--- config.mk ---
export PLATFORM = sky130hd
export DESIGN_NAME = max_cell_passive_balancer
export DESIGN_NICKNAME = d
export VERILOG_FILES = /design/src/sv/mcpb_pkg.sv /design/src/sv/max_cell_passive_balancer.sv
export SDC_FILE = /design/constraint.sdc
export NUM_CORES = 1
export LEC_CHECK = 0
export BUFFER_PORTS_ARGS = -buffer_cell sky130_fd_sc_hd__buf_2
export CORE_MARGIN = 1
export CORE_UTILIZATION = 30
export DETAILED_ROUTE_END_ITERATION = 8
export PLACE_DENSITY = 0.53
export REMOVE_ABC_BUFFERS = 1
export SYNTH_ARGS = -nofsm -noshare
export SYNTH_HDL_FRONTEND = slang
export SYNTH_SLANG_ARGS = --single-unit
--- constraint.sdc ---
create_clock -name i_clk -period 14.9 [get_ports i_clk]
set_clock_uncertainty 0.2 [all_clocks]
set_input_delay 2.98 -clock i_clk [delete_from_list [all_inputs] [get_ports i_clk]]
set_output_delay 2.98 -clock i_clk [all_outputs]
set_load 0.05 [all_outputs]
--- src/sv/mcpb_pkg.sv ---
package mcpb_pkg;

    // input item kinds, carried on s_axis_tuser
    typedef enum logic [1:0] {
        MODE_WRITE  = 2'd0,
        MODE_DECIDE = 2'd1,
        MODE_TICK   = 2'd2,
        MODE_NONE   = 2'd3
    } t_mode;

    // sequencer states
    typedef enum logic [2:0] {
        ST_IDLE,
        ST_WRITE,
        ST_PRESCAN,
        ST_ADJUST,
        ST_SCAN,
        ST_DECIDE,
        ST_DONE
    } t_state;

    // configuration register indexes
    typedef enum logic [1:0] {
        REG_CELL_COUNT = 2'd0,
        REG_THRESHOLD  = 2'd1,
        REG_STEP       = 2'd2,
        REG_UNUSED     = 2'd3
    } t_reg_idx;

    localparam int unsigned VOLT_W     = 16;
    localparam int unsigned IDX_W      = 4;
    localparam int unsigned COUNT_W    = 4;
    localparam int unsigned MASK_W     = 12;
    localparam int unsigned CFG_DATA_W = 16;
    localparam int unsigned S_DATA_W   = 24;
    localparam int unsigned M_DATA_W   = 48;

    localparam logic [VOLT_W-1:0]  RESET_VOLTAGE   = 16'd37000;
    localparam logic [VOLT_W-1:0]  RESET_THRESHOLD = 16'd200;
    localparam logic [VOLT_W-1:0]  RESET_STEP      = 16'd50;
    localparam logic [COUNT_W-1:0] RESET_COUNT     = 4'd12;

endpackage

--- src/sv/max_cell_passive_balancer.sv ---
// Max-cell passive balancer. Keeps one voltage (100 uV/LSB) and one discharge
// flag per cell slot. Each input beat is a voltage write, a decision refresh,
// a balancing tick or the unused mode, and yields exactly one output beat with
// the indexed cell's voltage, the pack spread, the flag mask and an index
// error. All per-cell work runs on a single compare/subtract datapath that
// walks the slots one per cycle. A write passes WRITE, SCAN and DONE; a
// decide passes SCAN, DECIDE and DONE; a tick passes PRESCAN, ADJUST, SCAN,
// DECIDE and DONE; the unused mode passes SCAN and DONE. DONE loads the output
// register once it is free, and the sequencer then returns to IDLE.
// s_axis_tready is high only while the sequencer is idle; a finished result
// sits in the output register and does not block the next input beat.
module max_cell_passive_balancer #(
    parameter int unsigned MAX_CELL_SLOTS = 12
) (
    input  logic                              i_clk,
    input  logic                              i_rst_n,
    // configuration write port
    input  logic                              i_cfg_wen,
    input  logic [1:0]                        i_cfg_idx,
    input  logic [mcpb_pkg::CFG_DATA_W-1:0]   i_cfg_data,
    // input stream
    input  logic                              s_axis_tvalid,
    output logic                              s_axis_tready,
    input  logic [mcpb_pkg::S_DATA_W-1:0]     s_axis_tdata,  // cell_index, voltage
    input  logic [1:0]                        s_axis_tuser,  // mode
    // output stream
    output logic                              m_axis_tvalid,
    input  logic                              m_axis_tready,
    output logic [mcpb_pkg::M_DATA_W-1:0]     m_axis_tdata   // cell_voltage, spread,
                                                             // balance_mask, index_error
);

    localparam int unsigned CntW = $clog2(MAX_CELL_SLOTS);
    localparam int unsigned NW   = 5;  // holds an active-cell count up to 31
    localparam logic [CntW-1:0] LastCell = CntW'(MAX_CELL_SLOTS - 1);
    localparam logic [NW-1:0]   SlotsN   = NW'(MAX_CELL_SLOTS);

    mcpb_pkg::t_state r_state, n_state;

    // configuration
    logic [mcpb_pkg::COUNT_W-1:0] r_cell_count;
    logic [mcpb_pkg::VOLT_W-1:0]  r_threshold;
    logic [mcpb_pkg::VOLT_W-1:0]  r_step;

    // cell state
    logic [mcpb_pkg::VOLT_W-1:0]  r_volt [MAX_CELL_SLOTS];
    logic [MAX_CELL_SLOTS-1:0]    r_flags;
    logic [MAX_CELL_SLOTS-1:0]    n_flags;

    // current item
    mcpb_pkg::t_mode              r_mode;
    logic [mcpb_pkg::IDX_W-1:0]   r_idx;
    logic [mcpb_pkg::VOLT_W-1:0]  r_vin;
    logic [NW-1:0]                r_n;
    logic                         r_bad;

    // scan datapath
    logic [CntW-1:0]              r_cnt;
    logic [mcpb_pkg::VOLT_W-1:0]  r_hi, r_lo, r_shown;
    logic [CntW-1:0]              r_hi_at;

    // output register
    logic                         r_m_valid;
    logic [mcpb_pkg::M_DATA_W-1:0] r_m_data;

    logic                         s_accept;
    logic                         out_free;
    logic                         scan_last;
    logic                         cur_active;
    logic [mcpb_pkg::VOLT_W-1:0]  cur_v;
    logic [mcpb_pkg::VOLT_W:0]    step_diff;
    logic [mcpb_pkg::VOLT_W-1:0]  adj_v;
    logic [mcpb_pkg::VOLT_W-1:0]  spread;
    logic [NW-1:0]                in_n;
    logic [mcpb_pkg::MASK_W-1:0]  mask;
    logic                         rdy;

    assign s_accept  = s_axis_tvalid && s_axis_tready;
    assign out_free  = !r_m_valid || m_axis_tready;
    assign scan_last = (r_cnt == LastCell);

    // shared datapath: one cell per cycle
    assign cur_v      = r_volt[r_cnt];
    assign cur_active = (NW'(r_cnt) < r_n);
    assign step_diff  = {1'b0, cur_v} - {1'b0, r_step};
    assign adj_v      = (!step_diff[mcpb_pkg::VOLT_W]
                         && (step_diff[mcpb_pkg::VOLT_W-1:0] >= r_lo))
                        ? step_diff[mcpb_pkg::VOLT_W-1:0] : r_lo;
    assign spread     = r_hi - r_lo;

    assign in_n = (NW'(r_cell_count) > SlotsN) ? SlotsN : NW'(r_cell_count);

    for (genvar g = 0; g < mcpb_pkg::MASK_W; g++) begin : g_mask
        if (g < MAX_CELL_SLOTS) begin : g_live
            assign mask[g] = r_flags[g] && (NW'(g) < r_n);
        end else begin : g_none
            assign mask[g] = 1'b0;
        end
    end

    // decision: all flags cleared, highest cell flagged when the spread is too wide
    always_comb begin
        n_flags = '0;
        if (r_n != '0 && spread > r_threshold) begin
            n_flags[r_hi_at] = 1'b1;
        end
    end

    // next state
    always_comb begin
        n_state = r_state;
        case (r_state)
            mcpb_pkg::ST_IDLE: begin
                if (s_accept) begin
                    case (mcpb_pkg::t_mode'(s_axis_tuser))
                        mcpb_pkg::MODE_WRITE: n_state = mcpb_pkg::ST_WRITE;
                        mcpb_pkg::MODE_TICK:  n_state = mcpb_pkg::ST_PRESCAN;
                        default:              n_state = mcpb_pkg::ST_SCAN;
                    endcase
                end
            end
            mcpb_pkg::ST_WRITE:   n_state = mcpb_pkg::ST_SCAN;
            mcpb_pkg::ST_PRESCAN: if (scan_last) n_state = mcpb_pkg::ST_ADJUST;
            mcpb_pkg::ST_ADJUST:  if (scan_last) n_state = mcpb_pkg::ST_SCAN;
            mcpb_pkg::ST_SCAN: begin
                if (scan_last) begin
                    if (r_mode == mcpb_pkg::MODE_DECIDE || r_mode == mcpb_pkg::MODE_TICK)
                        n_state = mcpb_pkg::ST_DECIDE;
                    else
                        n_state = mcpb_pkg::ST_DONE;
                end
            end
            mcpb_pkg::ST_DECIDE:  n_state = mcpb_pkg::ST_DONE;
            mcpb_pkg::ST_DONE:    if (out_free) n_state = mcpb_pkg::ST_IDLE;
            default:              n_state = mcpb_pkg::ST_IDLE;
        endcase
    end

    // outputs of the sequencer
    always_comb begin
        case (r_state)
            mcpb_pkg::ST_IDLE: rdy = 1'b1;
            default:           rdy = 1'b0;
        endcase
    end

    assign s_axis_tready = rdy;
    assign m_axis_tvalid = r_m_valid;
    assign m_axis_tdata  = r_m_data;

    always_ff @(posedge i_clk) begin
        if (!i_rst_n) begin
            r_state      <= mcpb_pkg::ST_IDLE;
            r_cell_count <= mcpb_pkg::RESET_COUNT;
            r_threshold  <= mcpb_pkg::RESET_THRESHOLD;
            r_step       <= mcpb_pkg::RESET_STEP;
            r_flags      <= '0;
            r_m_valid    <= 1'b0;
            r_cnt        <= '0;
            for (int i = 0; i < MAX_CELL_SLOTS; i++) begin
                r_volt[i] <= mcpb_pkg::RESET_VOLTAGE;
            end
        end else begin
            r_state <= n_state;

            if (i_cfg_wen) begin
                case (mcpb_pkg::t_reg_idx'(i_cfg_idx))
                    mcpb_pkg::REG_CELL_COUNT:
                        r_cell_count <= i_cfg_data[mcpb_pkg::COUNT_W-1:0];
                    mcpb_pkg::REG_THRESHOLD:  r_threshold <= i_cfg_data;
                    mcpb_pkg::REG_STEP:       r_step      <= i_cfg_data;
                    default: ;
                endcase
            end

            if (r_state == mcpb_pkg::ST_DONE && out_free) begin
                r_m_valid <= 1'b1;
                r_m_data  <= {3'b000, r_bad, mask, spread, r_shown};
            end else if (m_axis_tready) begin
                r_m_valid <= 1'b0;
            end

            case (r_state)
                mcpb_pkg::ST_IDLE: begin
                    r_cnt <= '0;
                end
                mcpb_pkg::ST_WRITE: begin
                    // a good index is below the active count, hence inside the slots
                    if (!r_bad) begin
                        r_volt[r_idx[CntW-1:0]] <= r_vin;
                    end
                end
                mcpb_pkg::ST_PRESCAN, mcpb_pkg::ST_SCAN: begin
                    r_cnt <= scan_last ? '0 : r_cnt + 1'b1;
                    if (r_cnt == '0) begin
                        r_hi    <= cur_active ? cur_v : '0;
                        r_lo    <= cur_active ? cur_v : '0;
                        r_hi_at <= '0;
                        r_shown <= (r_idx == '0) ? cur_v : '0;
                    end else begin
                        if (cur_active && cur_v > r_hi) begin
                            r_hi    <= cur_v;
                            r_hi_at <= r_cnt;
                        end
                        if (cur_active && cur_v < r_lo) begin
                            r_lo <= cur_v;
                        end
                        if (mcpb_pkg::IDX_W'(r_cnt) == r_idx) begin
                            r_shown <= cur_v;
                        end
                    end
                end
                mcpb_pkg::ST_ADJUST: begin
                    r_cnt <= scan_last ? '0 : r_cnt + 1'b1;
                    if (cur_active && r_flags[r_cnt]) begin
                        r_volt[r_cnt] <= adj_v;
                    end
                end
                mcpb_pkg::ST_DECIDE: begin
                    r_flags <= n_flags;
                end
                default: ;
            endcase

            // latch the accepted beat
            if (s_accept) begin
                r_mode <= mcpb_pkg::t_mode'(s_axis_tuser);
                r_idx  <= s_axis_tdata[mcpb_pkg::IDX_W-1:0];
                r_vin  <= s_axis_tdata[mcpb_pkg::IDX_W +: mcpb_pkg::VOLT_W];
                r_n    <= in_n;
                r_bad  <= (NW'(s_axis_tdata[mcpb_pkg::IDX_W-1:0]) >= in_n);
            end
        end
    end

endmodule

== Word level (Yosys, flattened, before mapping) ==
Memories as Yosys holds them, arrays and structs flattened. A register that Yosys moved wholly into a read port is not among the register bits.
Cells that the tools add are included.

* Register bits after elaboration: 181
* RAM bits: 192
* Input bits: 49
* Output and inout bits: 50
* Logic and storage cells: 155
* Memories kept: 1

{| class="wikitable"
|+ Memories
! memory !! words !! width !! read ports !! clocked after Yosys merged registers in !! write ports !! line !! source
|-
| r_volt || 12 || 16 || 1 || 1 || 12 || max_cell_passive_balancer.sv:46 || <nowiki>logic [mcpb_pkg::VOLT_W-1:0] r_volt [MAX_CELL_SLOTS];</nowiki>
|}

* Add/sub/neg operators: 3
* Magnitude comparators: 22
* Equal/unequal tests: 18
* Muxes and demuxes: 46
* Reduce and logical (&&, ||, !) cells: 48

{| class="wikitable"
|+ Operators with widths
! cell !! number
|-
| two-way mux 16 bit || 11
|-
| > comparator 16 bit || 2
|-
| OR reduction 16 bit || 2
|-
| two-way mux 4 bit || 7
|-
| case mux 3 bit (7 select lines) || 1
|-
| logical AND 1 bit || 20
|-
| less-than comparator 3 x 5 -> 1 bit (first input constant) || 4
|-
| less-than comparator 4 x 5 -> 1 bit (first input constant) || 4
|-
| subtractor 16 x 16 -> 17 bit || 1
|-
| greater-or-equal comparator 16 bit || 1
|-
| less-than comparator 16 bit || 1
|-
| two-way mux 1 bit || 16
|-
| subtractor 16 bit || 1
|-
| two-way mux 3 bit || 5
|-
| two-way mux 12 bit || 1
|-
| less-than comparator 1 x 5 -> 1 bit (first input constant) || 2
|-
| less-than comparator 2 x 5 -> 1 bit (first input constant) || 2
|-
| less-than comparator 4 x 5 -> 1 bit (second input constant) || 2
|-
| inequality test 2 bit (second input constant) || 5
|-
| AND reduction 2 bit || 5
|-
| nonzero test 2 bit || 5
|-
| == test 3 bit (second input constant) || 3
|-
| AND reduction 3 bit || 3
|-
| logical NOT 4 bit || 2
|-
| other kinds (24) || 31
|}

== Logic depth before layout (Yosys ltp) ==
* Depth after elaboration: 9
* Gate-level depth with buffers: 23
* Gate-level depth less buffers: 20

== Least setup slack after synthesis ==
No wires, ideal clock.

* Path type: register to register
* Start point: reg with a tool-made name
* End point: mem r_volt[5][15] (netlist name) (data pin)
* Setup time: 262 ps
* Data arrival time: 5,951 ps
* Required time: 14,438 ps
* Path slack: 8,487 ps
* Cell stages (with the launch flop): 22
* Path buffers: 5
* Period minus slack after synthesis: 6,413 ps
* Cell sequence: dfxtp_1 clkbuf_1 buf_1 mux4_2 mux4_2 ha_1 or3_4 nand4b_1 and2_1 a21o_1 a311o_1 ha_1 and4_1 and3_1 nand3_1 o31a_1 o21ba_1 buf_2 buf_4 a222oi_1 buf_6 nand2_1

{| class="wikitable"
|+ RTL lines
! item !! line
|-
| end: declaration || max_cell_passive_balancer.sv:46
|}

==> run metrics <==
status=finished, final reports clean; vias in the first global route=13084; Resized cells post-CTS=0; Worst-Skew Late Latency=approximately 0.59 ns; drt pass-1 iters=6; gp weighted congestion=a little over 0.8; initial DRC count=800; fin nets=between 1500 and 2000; CTS Hold Buffers Added=0; core area=between 60000 and 70000 µm²; HPWL Detailed=37.2 mm; number of diodes=0; ys async rst share=0%; clk root buf=clkbuf_16; most common cell in the netlist=edfxtp_1; Relative slew margins=20.9%; final antenna-violating net count=0; required time of the critical path=15.01 ns; Final Non-Filler Cells=2642; vias post-DR=12703; Worst Max-Slew Pin Slew=roughly 1.2 ns; PwrDens=163 nW/µm²; Pleak=8.49 nW; Reg clk slew, reported paths=0.06 ns; Die Y-Extent=266 µm; first-pass GRT wire length=76.4 mm; Register Area=12600 µm²; Horiz. Die Dim=266 µm; Final Hold Fails=0; Mean Syn Cell Area=around 13 µm²; H-tree levels=2; CP Launch Type=flop; TNS Setup=0 ns; multi-input logic area=7510 µm²; shortest period the worst path allows=7.57 ns; Max IR drop VDD=0.0778 mV; HP Start=r_shown[0]; # port buffers=91; fmax=132 MHz; Hold Crit Class=reg -> reg; drt wl/cell=~19 µm; initial antenna violation count=0; synthesis-stage register bit count=440; Synth top area share=54.4%; DRC viols=0; effective utilization at floorplan=30.5%; row count=96; area delta synth->final=14.1%; CTS tree=done; critical path class=reg -> reg; Total Routed Length=49.6 mm; io pins=99; Setup crit end kind=flop; placed cell count=about 2600; top post-synthesis cells by area=edfxtp_1 54%, mux4_2 8.8%, ha_1 6.1%; Distinct cells, synth=77; grt ovf=0; netlist area before placement=approximately 21000 µm²; largest net degree at the start of global routing=78; via/cell ratio=4.81; fin crit share=50.8%; Final Max Slew Viols=0; number of synthesized flops with an enable pin=380; ratio of cells with drive above 1 in the final layout=18.2%; Yosys Warn Count=0; Synth area leader=edfxtp_1; Fillers=6669; CTS Buf Count=47; Sink Count=440; Worst Path Max Fanout=48; GRT Overall Usage=between 10% and 20%; unrepaired setup endpoints after global routing=no; cells after synthesis=1593; endpoints failing setup=0; Die ar.=70900 µm²; setup bufs post-CTS=0; register area share after synthesis=60.2%; max_cap viols=0; synth cell count leaders=380 x edfxtp_1, 194 x nor2_1, 146 x nand2_1; Clock Path Buffers=3; critical path arrival=7.68 ns; Main synth FF type=edfxtp_1
## critical path: stages, from the launching register on
cell and delay, ns:
dfxtp_4 0.56, buf_4 0.84, mux4_2 0.65, mux4_2 0.54
inv_1 0.19, ha_1 0.22, fa_1 0.26, nor2b_4 0.06
o31a_4 0.31, o31ai_4 0.30, o221ai_2 0.20, a21o_2 0.22
a21oi_1 0.27, ha_1 0.30, and4_1 0.24, a41o_1 0.24
a211oi_1 0.34, o31a_1 0.25, or2_2 0.14, nor2_2 0.12
a222oi_1 0.38, buf_4 0.30, inv_1 0.12
## cell type report
type | count | share of cell area, %
Tap cell | 931 | 4.87
Multi-Input combinational cell | 959 | 31.4
Clock buffer | 62 | 5.50
Clock inverter | 25 | 1.06
Timing Repair Buffer | 117 | 2.72
Inverter | 108 | 1.70
Sequential cell | 440 | 52.8
## cell families after synthesis
logic type | count (synthesis) | share of synthesized area [%]
muxes | 86 | 9.00
adders and majority gates | 105 | 6.34
and+or+nand+nor | 500 | 10.9
AOI/OAI and AO/OA | 235 | 8.19
xor gates and xnor gates | 30 | 1.25
other | 1 | 0.0179
DFF | 440 | 60.2
buffers and inverters | 196 | 4.14
## routing by layer
| layer | global-route usage, % | vias to the layer above | wire length, µm |
|---|---|---|---|
| met5 | 0 | - | 0 |
| met4 | 5.82 | 0 | 1700 |
| met3 | 2.07 | 76 | 1960 |
| met2 | 24.5 | 278 | 24600 |
| met1 | 17.5 | 6299 | 21300 |
| li1 | - | 6050 | - |
## state kept, by name (all words and copies together) (netlist names), 12 cells and up, named ones only
signal / flops
m_axis_tdata: 45
r_flags: 12
r_hi: 16
r_lo: 16
r_shown: 16
r_step: 16
r_threshold: 16
r_vin: 16
r_volt: 256
## per-stage QoR
stage	util, %	power (mW)	hold WS, ns	cell area, µm²	setup WS, ns
after global placement	32.5	2.72	0.208	22300	7.29
after CTS	34.7	3.95	0.222	23900	7.24
final	34.7	3.91	0.220	23900	7.33
after global routing	34.7	4.12	0.229	23900	6.88
after floorplan	-	2.39	0.200	20500	6.47
after detailed placement	32.5	2.74	0.208	22300	7.26
## cells in the final DEF (no fill, tap or decap), types with 6 or more instances in the layout
cell type  count
xnor2_1       24
a31oi_1       12
nor3_1        13
nand2b_1      10
clkbuf_1       9
nand3_1       16
a21o_1        20
ha_1         103
dfxtp_1       58
edfxtp_1     380
buf_2         91
a21boi_0      29
mux4_2        82
clkbuf_16     49
inv_1        106
clkinv_2      10
nor2_1       190
nand4_1        9
or2_2         15
nand2_1      146
and3_1         9
and2_1        18
buf_4         26
o21bai_1       6
a21oi_1       46
xor2_1         6
a211oi_1       8
a222oi_1      16
o21ai_0       23
clkinv_1       6
o21a_1        14
nor2b_1       36
o211ai_1      10
a32o_1         8
## report_power, final
part,internal [mW],switching [mW],leakage (nW),total (mW)
combinational,0.452,0.698,3.74,1.15
sequential,1.49,0.0739,3.99,1.57
clock,0.707,0.484,0.767,1.19
total,2.65,1.26,8.49,3.91
## worst paths after layout
| path | cells past startpoint | slack, ns | endpoint |
|---|---|---|---|
| max | 22 | 7.33 | r_volt[15][7] |
| min | 0 | 0.22 | m_axis_tdata[0] |
| max reg2reg | 22 | 7.33 | r_volt[15][7] |
| min reg2reg | 0 | 0.22 | m_axis_tdata[0] |
Note: power is estimated with default switching activity, not from simulation.
